## config.mk

```make
export PLATFORM = sky130hd
export DESIGN_NAME = format_specifier_checker_core
export DESIGN_NICKNAME = d
export VERILOG_FILES = /design/src/hw/rtl/fsc_pkg.sv /design/src/hw/rtl/fsc_front.sv /design/src/hw/rtl/fsc_queue.sv /design/src/hw/rtl/fsc_back.sv /design/src/hw/rtl/format_specifier_checker_core.sv
export SDC_FILE = /design/constraint.sdc
export NUM_CORES = 1
export LEC_CHECK = 0
export BUFFER_PORTS_ARGS = -buffer_cell sky130_fd_sc_hd__buf_2
export CELL_PAD_IN_SITES_DETAIL_PLACEMENT = 0
export CELL_PAD_IN_SITES_GLOBAL_PLACEMENT = 1
export CORE_ASPECT_RATIO = 0.75
export CORE_MARGIN = 4
export CORE_UTILIZATION = 40
export CTS_CLUSTER_DIAMETER = 50
export CTS_CLUSTER_SIZE = 40
export DETAILED_ROUTE_END_ITERATION = 6
export GPL_TIMING_DRIVEN = 0
export PLACE_DENSITY = 0.73
export SLEW_MARGIN = 20
export SYNTH_ARGS = -nofsm -noshare
export SYNTH_HDL_FRONTEND = slang
export SYNTH_SLANG_ARGS = --single-unit
export TNS_END_PERCENT = 30
```

## constraint.sdc

```tcl
create_clock -name clk -period 3.4 [get_ports clk]
set_input_delay 0.17 -clock clk [delete_from_list [all_inputs] [get_ports clk]]
set_output_delay 0.17 -clock clk [all_outputs]
set_load 0.01 [all_outputs]
```

## src/hw/rtl/fsc_pkg.sv

```systemverilog
// Shared types and constants for the format specifier checker.
// No dependencies; every other module of the block imports this package.
`timescale 1ns / 1ps

package fsc_pkg;

  localparam int POS_W = 16;
  localparam int LEN_W = 6;
  localparam int KIND_W = 3;

  // Longest text the position counter tracks before it saturates.
  localparam int MAX_TEXT_LEN = 65536;
  localparam int POS_MAX_INT = (MAX_TEXT_LEN - 1 < 65535) ? MAX_TEXT_LEN - 1 : 65535;
  localparam logic [POS_W-1:0] POS_MAX = POS_W'(POS_MAX_INT);
  localparam logic [LEN_W-1:0] LEN_MAX = '1;

  typedef enum logic [KIND_W-1:0] {
    KIND_MALFORMED  = 3'd0,
    KIND_PARAMS     = 3'd1,
    KIND_BUGGY_C    = 3'd2,
    KIND_ALWAYS_ONE = 3'd3,
    KIND_FLOAT      = 3'd4,
    KIND_CRASH      = 3'd5
  } kind_t;

  typedef struct packed {
    logic [POS_W-1:0] pos;
    logic [LEN_W-1:0] len;
    kind_t            kind;
  } report_t;

  // Up to two reports caused by one input item.
  typedef struct packed {
    logic    two;
    report_t rep0;
    report_t rep1;
  } bundle_t;

endpackage

```

## src/hw/rtl/fsc_front.sv

```systemverilog
// Scanner front end: takes one character per item, advances the specifier
// phase and forms the bundle of reports it causes. Depends on fsc_pkg.
`timescale 1ns / 1ps

module fsc_front (
  input  logic             clk,
  input  logic             rst_n,
  input  logic             take,
  input  logic [15:0]      ch,
  input  logic             end_of_text,
  output logic             push,
  output fsc_pkg::bundle_t push_data
);
  import fsc_pkg::*;

  typedef enum logic [5:0] {
    PH_IDLE   = 6'b000001,
    PH_PCT    = 6'b000010,
    PH_FLAGS  = 6'b000100,
    PH_DIGITS = 6'b001000,
    PH_DOT    = 6'b010000,
    PH_FRAC   = 6'b100000
  } phase_t;

  localparam logic [15:0] CH_PCT   = 16'h0025;
  localparam logic [15:0] CH_SPACE = 16'h0020;
  localparam logic [15:0] CH_DOT   = 16'h002E;
  localparam logic [15:0] CH_PLUS  = 16'h002B;
  localparam logic [15:0] CH_MINUS = 16'h002D;
  localparam logic [15:0] CH_HASH  = 16'h0023;
  localparam logic [15:0] CH_ZERO  = 16'h0030;
  localparam logic [15:0] CH_NINE  = 16'h0039;
  localparam logic [15:0] CH_LA    = 16'h0061;
  localparam logic [15:0] CH_LZ    = 16'h007A;
  localparam logic [15:0] CH_UA    = 16'h0041;
  localparam logic [15:0] CH_UZ    = 16'h005A;

  logic [POS_W-1:0] position_r, position_nxt;
  logic [POS_W-1:0] spec_start_r, spec_start_nxt;
  logic [LEN_W-1:0] spec_len_r, spec_len_nxt;
  phase_t           phase_r, phase_nxt;

  logic             is_pct, is_space, is_dot, is_flag, is_digit, is_letter;
  logic             is_plain;
  kind_t            letter_kind;
  logic             do_fin, do_fail, do_adv;
  phase_t           adv_phase, mid_phase;
  logic [POS_W-1:0] mid_start;
  logic [LEN_W-1:0] len_inc;
  logic             m_vld, e_vld;
  report_t          m_rep, e_rep;

  assign is_pct    = (ch == CH_PCT);
  assign is_space  = (ch == CH_SPACE);
  assign is_dot    = (ch == CH_DOT);
  assign is_flag   = (ch == CH_PLUS) || (ch == CH_MINUS) || (ch == CH_HASH) || (ch == CH_ZERO);
  assign is_digit  = (ch >= CH_ZERO) && (ch <= CH_NINE);
  assign is_letter = ((ch >= CH_LA) && (ch <= CH_LZ)) || ((ch >= CH_UA) && (ch <= CH_UZ));
  assign len_inc   = (spec_len_r == LEN_MAX) ? LEN_MAX : spec_len_r + LEN_W'(1);

  // Class of the closing letter; plain codes n o p s t get no kind of their own.
  always_comb begin
    is_plain    = 1'b0;
    letter_kind = KIND_MALFORMED;
    case (ch[7:0] & {8{ch[15:8] == 8'h00}})
      "n", "o", "p", "s", "t": is_plain = 1'b1;
      "c": letter_kind = KIND_BUGGY_C;
      "d", "i", "u", "x", "X": letter_kind = KIND_ALWAYS_ONE;
      "a", "A", "e", "E", "f", "F", "g", "G": letter_kind = KIND_FLOAT;
      "S", "Z": letter_kind = KIND_CRASH;
      default: letter_kind = KIND_MALFORMED;
    endcase
  end

  // Decide finish, fail or advance for the character inside a specifier.
  always_comb begin
    do_fin    = 1'b0;
    do_fail   = 1'b0;
    do_adv    = 1'b0;
    adv_phase = phase_r;
    case (phase_r)
      PH_PCT, PH_FLAGS: begin
        if (is_flag) begin
          do_adv = 1'b1; adv_phase = PH_FLAGS;
        end else if (is_digit) begin
          do_adv = 1'b1; adv_phase = PH_DIGITS;
        end else if (is_dot) begin
          do_adv = 1'b1; adv_phase = PH_DOT;
        end else if (is_letter) begin
          do_fin = 1'b1;
        end else begin
          do_fail = 1'b1;
        end
      end
      PH_DIGITS: begin
        if (is_digit) begin
          do_adv = 1'b1; adv_phase = PH_DIGITS;
        end else if (is_dot) begin
          do_adv = 1'b1; adv_phase = PH_DOT;
        end else if (is_letter) begin
          do_fin = 1'b1;
        end else begin
          do_fail = 1'b1;
        end
      end
      PH_DOT: begin
        if (is_digit) begin
          do_adv = 1'b1; adv_phase = PH_FRAC;
        end else begin
          do_fail = 1'b1;
        end
      end
      PH_FRAC: begin
        if (is_letter) do_fin = 1'b1;
        else do_fail = 1'b1;
      end
      default: ;
    endcase
  end

  always_comb begin
    mid_phase    = phase_r;
    mid_start    = spec_start_r;
    spec_len_nxt = spec_len_r;
    m_vld        = 1'b0;
    m_rep        = '{pos: spec_start_r, len: LEN_W'(2), kind: KIND_MALFORMED};

    if (phase_r == PH_IDLE) begin
      if (is_pct) begin
        mid_phase    = PH_PCT;
        mid_start    = position_r;
        spec_len_nxt = LEN_W'(1);
      end
    end else if (phase_r == PH_PCT && is_pct) begin
      mid_phase = PH_IDLE;
    end else if (phase_r == PH_PCT && is_space) begin
      m_vld     = 1'b1;
      m_rep.len = LEN_W'(1);
      mid_phase = PH_IDLE;
    end else if (do_fin) begin
      m_rep.len = len_inc;
      if (is_plain) begin
        m_vld      = (len_inc > LEN_W'(2));
        m_rep.kind = KIND_PARAMS;
      end else begin
        m_vld      = 1'b1;
        m_rep.kind = letter_kind;
      end
      mid_phase = PH_IDLE;
    end else if (do_fail) begin
      m_vld     = 1'b1;
      mid_phase = PH_IDLE;
      // A percent that breaks a match opens the next specifier.
      if (phase_r != PH_PCT && is_pct) begin
        mid_phase    = PH_PCT;
        mid_start    = position_r;
        spec_len_nxt = LEN_W'(1);
      end
    end else if (do_adv) begin
      spec_len_nxt = len_inc;
      mid_phase    = adv_phase;
    end

    // End of text closes whatever is still open and rewinds for the next text.
    e_vld = end_of_text && (mid_phase != PH_IDLE);
    e_rep = '{pos: mid_start,
              len: (mid_phase == PH_PCT) ? LEN_W'(1) : LEN_W'(2),
              kind: KIND_MALFORMED};
    if (end_of_text) begin
      phase_nxt      = PH_IDLE;
      position_nxt   = '0;
      spec_start_nxt = '0;
      spec_len_nxt   = '0;
    end else begin
      phase_nxt      = mid_phase;
      position_nxt   = (position_r < POS_MAX) ? position_r + POS_W'(1) : position_r;
      spec_start_nxt = mid_start;
    end
  end

  assign push           = take && (m_vld || e_vld);
  assign push_data.two  = m_vld && e_vld;
  assign push_data.rep0 = m_vld ? m_rep : e_rep;
  assign push_data.rep1 = e_rep;

  always_ff @(posedge clk) begin
    if (!rst_n) begin
      position_r   <= '0;
      phase_r      <= PH_IDLE;
      spec_start_r <= '0;
      spec_len_r   <= '0;
    end else if (take) begin
      position_r   <= position_nxt;
      phase_r      <= phase_nxt;
      spec_start_r <= spec_start_nxt;
      spec_len_r   <= spec_len_nxt;
    end
  end

endmodule

```

## src/hw/rtl/fsc_queue.sv

```systemverilog
// Small register queue of report bundles between scanner and output stage.
// Depends on fsc_pkg for the bundle type.
`timescale 1ns / 1ps

module fsc_queue #(
  parameter int DEPTH = 4
) (
  input  logic             clk,
  input  logic             rst_n,
  input  logic             push,
  input  fsc_pkg::bundle_t push_data,
  input  logic             pop,
  output logic             full,
  output logic             head_valid,
  output fsc_pkg::bundle_t head_data
);
  import fsc_pkg::*;

  localparam int PTR_W = (DEPTH > 1) ? $clog2(DEPTH) : 1;
  localparam int CNT_W = $clog2(DEPTH + 1);
  localparam logic [PTR_W-1:0] PTR_LAST = PTR_W'(DEPTH - 1);
  localparam logic [CNT_W-1:0] CNT_FULL = CNT_W'(DEPTH);

  bundle_t          slots_r [DEPTH];
  logic [PTR_W-1:0] wr_ptr_r, wr_ptr_nxt;
  logic [PTR_W-1:0] rd_ptr_r, rd_ptr_nxt;
  logic [CNT_W-1:0] count_r, count_nxt;

  assign full       = (count_r == CNT_FULL);
  assign head_valid = (count_r != '0);
  assign head_data  = slots_r[rd_ptr_r];

  always_comb begin
    wr_ptr_nxt = wr_ptr_r;
    rd_ptr_nxt = rd_ptr_r;
    count_nxt  = count_r;
    if (push) wr_ptr_nxt = (wr_ptr_r == PTR_LAST) ? '0 : wr_ptr_r + PTR_W'(1);
    if (pop) rd_ptr_nxt = (rd_ptr_r == PTR_LAST) ? '0 : rd_ptr_r + PTR_W'(1);
    if (push && !pop) count_nxt = count_r + CNT_W'(1);
    else if (!push && pop) count_nxt = count_r - CNT_W'(1);
  end

  always_ff @(posedge clk) begin
    if (push) slots_r[wr_ptr_r] <= push_data;
  end

  always_ff @(posedge clk) begin
    if (!rst_n) begin
      wr_ptr_r <= '0;
      rd_ptr_r <= '0;
      count_r  <= '0;
    end else begin
      wr_ptr_r <= wr_ptr_nxt;
      rd_ptr_r <= rd_ptr_nxt;
      count_r  <= count_nxt;
    end
  end

endmodule

```

## src/hw/rtl/fsc_back.sv

```systemverilog
// Output stage: unpacks each bundle into one or two result items held in an
// output register. Depends on fsc_pkg.
`timescale 1ns / 1ps

module fsc_back (
  input  logic                        clk,
  input  logic                        rst_n,
  input  logic                        head_valid,
  input  fsc_pkg::bundle_t            head_data,
  output logic                        pop,
  input  logic                        out_ready,
  output logic                        out_valid,
  output logic [fsc_pkg::POS_W-1:0]   out_issue_pos,
  output logic [fsc_pkg::LEN_W-1:0]   out_code_len,
  output logic [fsc_pkg::KIND_W-1:0]  out_kind,
  output logic                        out_last_of_run
);
  import fsc_pkg::*;

  logic    out_valid_r, out_valid_nxt;
  logic    half_r, half_nxt;
  report_t rep_r;
  logic    last_r;
  logic    load;

  // Load a new item whenever the output register is empty or being taken.
  assign load = head_valid && (!out_valid_r || out_ready);
  assign pop  = load && (half_r || !head_data.two);

  always_comb begin
    half_nxt      = half_r;
    out_valid_nxt = out_valid_r;
    if (load) begin
      half_nxt      = !half_r && head_data.two;
      out_valid_nxt = 1'b1;
    end else if (out_ready) begin
      out_valid_nxt = 1'b0;
    end
  end

  always_ff @(posedge clk) begin
    if (load) begin
      rep_r  <= half_r ? head_data.rep1 : head_data.rep0;
      last_r <= half_r || !head_data.two;
    end
  end

  always_ff @(posedge clk) begin
    if (!rst_n) begin
      out_valid_r <= 1'b0;
      half_r      <= 1'b0;
    end else begin
      out_valid_r <= out_valid_nxt;
      half_r      <= half_nxt;
    end
  end

  assign out_valid       = out_valid_r;
  assign out_issue_pos   = rep_r.pos;
  assign out_code_len    = rep_r.len;
  assign out_kind        = rep_r.kind;
  assign out_last_of_run = last_r;

endmodule

```

## src/hw/rtl/format_specifier_checker_core.sv

```systemverilog
// Top level of the printf-style format specifier checker.
// Instantiates fsc_front, fsc_queue and fsc_back; depends on fsc_pkg.
`timescale 1ns / 1ps

// Usage
//   Input channel (in_valid/in_ready): one 16-bit text character per item,
//   with in_end_of_text set on the last character of a text. Result channel
//   (out_valid/out_ready): one report per item with the percent position,
//   the code length, the kind and out_last_of_run on the final report that
//   one character caused. A character causes zero, one or two reports.
//   Throughput: one character per cycle while the queue is not full; one
//   report per cycle on the output while the receiver is ready. A character
//   that causes two reports puts them on the output one after the other.
//   A report is written into the queue at the edge that accepts its
//   character, then moves into the output register that drives out_valid.
//   Reset (rst_n low, synchronous) puts the scanner outside any specifier
//   at position 0 and empties the queue and output register.
//   When the receiver stalls, the output register holds its item and the
//   queue absorbs up to QUEUE_DEPTH report bundles; in_ready drops only once
//   the queue is full, so characters that cause no report still flow until
//   then.

module format_specifier_checker_core #(
  parameter int QUEUE_DEPTH = 4
) (
  input  logic                       clk,
  input  logic                       rst_n,
  input  logic                       in_valid,
  output logic                       in_ready,
  input  logic [15:0]                in_ch,
  input  logic                       in_end_of_text,
  output logic                       out_valid,
  input  logic                       out_ready,
  output logic [fsc_pkg::POS_W-1:0]  out_issue_pos,
  output logic [fsc_pkg::LEN_W-1:0]  out_code_len,
  output logic [fsc_pkg::KIND_W-1:0] out_kind,
  output logic                       out_last_of_run
);
  import fsc_pkg::*;

  logic    take;
  logic    push, pop, q_full, head_valid;
  bundle_t push_data, head_data;

  // Accept whenever the queue has room for whatever this character causes.
  assign in_ready = !q_full;
  assign take     = in_valid && in_ready;

  // Scanner: one phase step per accepted character.
  fsc_front u_front (
    .clk         (clk),
    .rst_n       (rst_n),
    .take        (take),
    .ch          (in_ch),
    .end_of_text (in_end_of_text),
    .push        (push),
    .push_data   (push_data)
  );

  // Decouple scanner from the output so each side can stall on its own.
  fsc_queue #(
    .DEPTH (QUEUE_DEPTH)
  ) u_queue (
    .clk        (clk),
    .rst_n      (rst_n),
    .push       (push),
    .push_data  (push_data),
    .pop        (pop),
    .full       (q_full),
    .head_valid (head_valid),
    .head_data  (head_data)
  );

  // Drain bundles one report at a time into the output register.
  fsc_back u_back (
    .clk             (clk),
    .rst_n           (rst_n),
    .head_valid      (head_valid),
    .head_data       (head_data),
    .pop             (pop),
    .out_ready       (out_ready),
    .out_valid       (out_valid),
    .out_issue_pos   (out_issue_pos),
    .out_code_len    (out_code_len),
    .out_kind        (out_kind),
    .out_last_of_run (out_last_of_run)
  );

endmodule

```

==> results.json <==
{
  "skew_ns": 0.0275,
  "tritoncts": "built",
  "synth-edff-count": 202,
  "routabilityCongestion": 0.810,
  "area.growth.synth_to_final_pct": 17.2,
  "clk_latency_ns": 0.53,
  "status": "complete, no violations",
  "p_per_area_nw_per_um2": 525,
  "syn_inst": 766,
  "ioPinCount": 49,
  "required_ns": 3.83,
  "syn_avg_cell_area_sq_um": 14.7,
  "setup.worst_path.end_class": "flop",
  "crit_start": "u_front.phase_r[4]$_SDFFE_PN0P_",
  "async_flop_share": 0,
  "fillers": 2382,
  "grt-ovfl-total": 0,
  "netlist_area_sq_um": 11300,
  "slowest_delay_ns": 0.36,
  "antenna_found_initial": 2,
  "drt-total-wl_mm": 24.0,
  "grt_pass1_vias": 6676,
  "vias": 6697,
  "slowest_stage": "dfxtp_4",
  "cts_root_buf": "clkbuf_16",
  "path_max_fanout": 10,
  "hold_viol": 0,
  "nNetsFinal": 887,
  "routedWlPerCell_um": 19.2,
  "syn_nets": 796,
  "synth-seq-area-share": 0.635,
  "hold_class": "input pin to flop",
  "gr-usage-met2": 0.229,
  "std_cell_rows": 52,
  "antenna_left": 0,
  "tightest_slew_ns": 0.996,
  "reg2reg_from": "u_front.phase_r[4]$_SDFFE_PN0P_",
  "crit_buf_inv": 4,
  "grt_max_degree": 45,
  "drv_cap": 0,
  "h-tree-depth": 1,
  "path_clk_slew_ns": 0.07,
  "met3_usage": 0.0284,
  "drv_slew": 0,
  "ys_ff_latch": 257,
  "critical_path.top_delay_family": "compound AO/OA/AOI/OAI gates",
  "ys.flop_type": "edfxtp_1",
  "period_minus_slack_ns": 3.22,
  "drive_gt1_frac": 0.286,
  "die_area_sq_um": 31000,
  "rsz0062_at_grt": "no",
  "antenna_cells": 0,
  "yosysWarnings": 0,
  "leakage_uw": 0.00465,
  "hpwlAfterDp_mm": 15.7,
  "grt-busiest-layer": "met1",
  "p_total_uw": 6940,
  "remaining_drc_errors": 0,
  "use_met1": 0.240,
  "ir_drop_mv": 0.276,
  "fmax_mhz": 310,
  "post-route-period-util": 0.947,
  "viasPerCell": 5.35,
  "cts_buffers": 23,
  "fin_util": 0.482,
  "dieHeight_um": 153,
  "start_util": 0.412,
  "synth_cell_types": 70,
  "crit_chain": "buf_6 > o21ai_2 > o21ai_1 > o31a_1 > buf_4 > nor4_4 > a211oi_2 > or3_1 > o21a_1 > buf_6 > ha_4 > inv_1 > fa_2 > xor2_1 > or3_1 > a21oi_1",
  "clk_path_buf_depth": 3,
  "finalSetupViolations": 0,
  "criticalPathCategory": "flop to flop",
  "r2r_setup_slack_ns": 0.18,
  "io_buffers": 47,
  "core-area_sq_um": 27400,
  "grt_usage": 0.155,
  "cts_sinks": 257,
  "hold_start": "rst_n",
  "drtPass1Iterations": 5,
  "dr.first_iter.drc_count": 480,
  "die_w_um": 202,
  "worstPathArrival_ns": 3.65,
  "slew-limit-headroom": 0.336,
  "cp-start-kind": "flop",
  "grt_pass1_wl_mm": 38.6
}
## final cells by class
class | count | area (sq um) | area share
flip-flops and latches | 257 | 7180 | 0.543
multi-input cells | 454 | 4080 | 0.309
clock buffers | 26 | 597 | 0.0452
well taps | 378 | 473 | 0.0358
repair buffers | 68 | 415 | 0.0314
plain buffers | 40 | 215 | 0.0163
clock inverters | 16 | 206 | 0.0156
inverters | 13 | 48.8 | 0.00369
## cell families after synthesis
family,after synthesis,synth area share
adder cells (fa/ha/maj),9,0.0107
AND/OR/NAND/NOR,214,0.101
AO/OA/AOI/OAI,114,0.0730
flip-flops,257,0.635
buffers and inverters,55,0.0209
XOR/XNOR,17,0.0132
multiplexers,100,0.146
## synth_stat cells, drive strengths merged (3+ instances only)
master	number	share of area
or4	4	0.0027
xor2	14	0.011
mux2	51	0.054
nor4	7	0.0071
a31oi	4	0.0022
edfxtp	202	0.54
o21ai	30	0.014
nand2b	8	0.0044
dfxtp	55	0.098
mux2i	5	0.0044
o211ai	3	0.0020
nor3	17	0.0080
a22o	18	0.014
a211oi	3	0.0020
nand3b	4	0.0027
xnor2	3	0.0023
and3	7	0.0039
nor2	50	0.017
mux4	44	0.088
inv	13	0.0043
o41ai	3	0.0023
nand3	24	0.011
a21o	6	0.0040
o21a	3	0.0020
buf	13	0.0069
nand4	9	0.0050
nor2b	13	0.0072
a21oi	20	0.0092
clkbuf	29	0.0097
ha	8	0.0089
or3	13	0.0077
nand2	41	0.014
and2	9	0.0050
## sequential cells by signal, indices dropped and copies added (netlist names), named ones only
| register | cells |
|---|---|
| u_back.half_r | 1 |
| u_back.out_code_len | 6 |
| u_back.out_issue_pos | 16 |
| u_back.out_kind | 3 |
| u_back.out_last_of_run | 1 |
| u_back.out_valid | 1 |
| u_front.phase_r | 6 |
| u_front.position_r | 16 |
| u_front.spec_len_r | 6 |
| u_front.spec_start_r | 16 |
| u_queue.count_r | 3 |
| u_queue.rd_ptr_r | 2 |
| u_queue.slots_r | 176 |
| u_queue.wr_ptr_r | 2 |
## report_power, final
part / switching [uW] / internal (uW)
Combinational: 417 / 311
Sequential: 38.7 / 3490
Clock: 1310 / 1370
Total: 1770 / 5170
## per-layer routing
layer / share of wire / vias up / wire [um]
li1: - / 3180 / -
met1: 0.50 / 3325 / 12000
met2: 0.43 / 149 / 10300
met3: 0.050 / 39 / 1200
met4: 0.021 / 4 / 507
met5: 0.00092 / - / 22
## through the flow
| stage | setup slack (ns) | area, sq um | hold WS (ns) | TNS [ns] | cells |
|---|---|---|---|---|---|
| 2_1_floorplan | -0.294 | 11300 | 0.349 | -25.88 | 766 |
| 3_3_place_gp | -1.55 | 12000 | 0.437 | -216.92 | 1191 |
| 3_5_place_dp | -0.708 | 12000 | 0.477 | -78.02 | 1192 |
| 4_1_cts | -0.0850 | 13000 | 0.0487 | -0.0850 | 1241 |
| 5_1_grt | 0.0147 | 13200 | 0.103 | 0 | 1252 |
| 6_report | 0.179 | 13200 | 0.0647 | 0 | 1252 |
## worst paths after layout
| kind | to | cells after the start |
|---|---|---|
| worst max-delay path | u_queue.count_r[2]$_SDFFE_PN0P_ | 16 |
| worst min-delay path | u_queue.wr_ptr_r[1]$_SDFFE_PN0P_ | 3 |
| worst max register to register | u_queue.count_r[2]$_SDFFE_PN0P_ | 16 |
| worst min register to register | u_front.spec_start_r[0]$_SDFFE_PN0P_ | 1 |
## tightest hold or removal path: stages
cell,delay [ns]
clkbuf_1,0.19
nand2_1,0.11
mux2i_1,0.05
## layout by cell type, fill, tap and decap left out, drive strengths merged, types with 9 or more instances in the layout
master,n
edfxtp,202
buf,83
dfxtp,55
mux2,51
nor2,50
clkbuf,50
mux4,44
nand2,41
o21ai,30
nand3,24
inv,21
a21oi,20
a22o,18
nor3,17
xor2,14
nor2b,13
or3,13
nand4,9
and2,9
## timing repair
| item | in CTS | in global routing |
|---|---|---|
| cloned | 0 | 0 |
| hold buffers | 1 | 0 |
| endpoints found under the setup margin | 219 | 179 |
| pin swaps | 5 | 12 |
| hold endpoints to repair | 1 | 0 |
| resized for setup | 23 | 36 |
| buffers inserted | 7 | 12 |
Power figures use the tool's default switching activity.
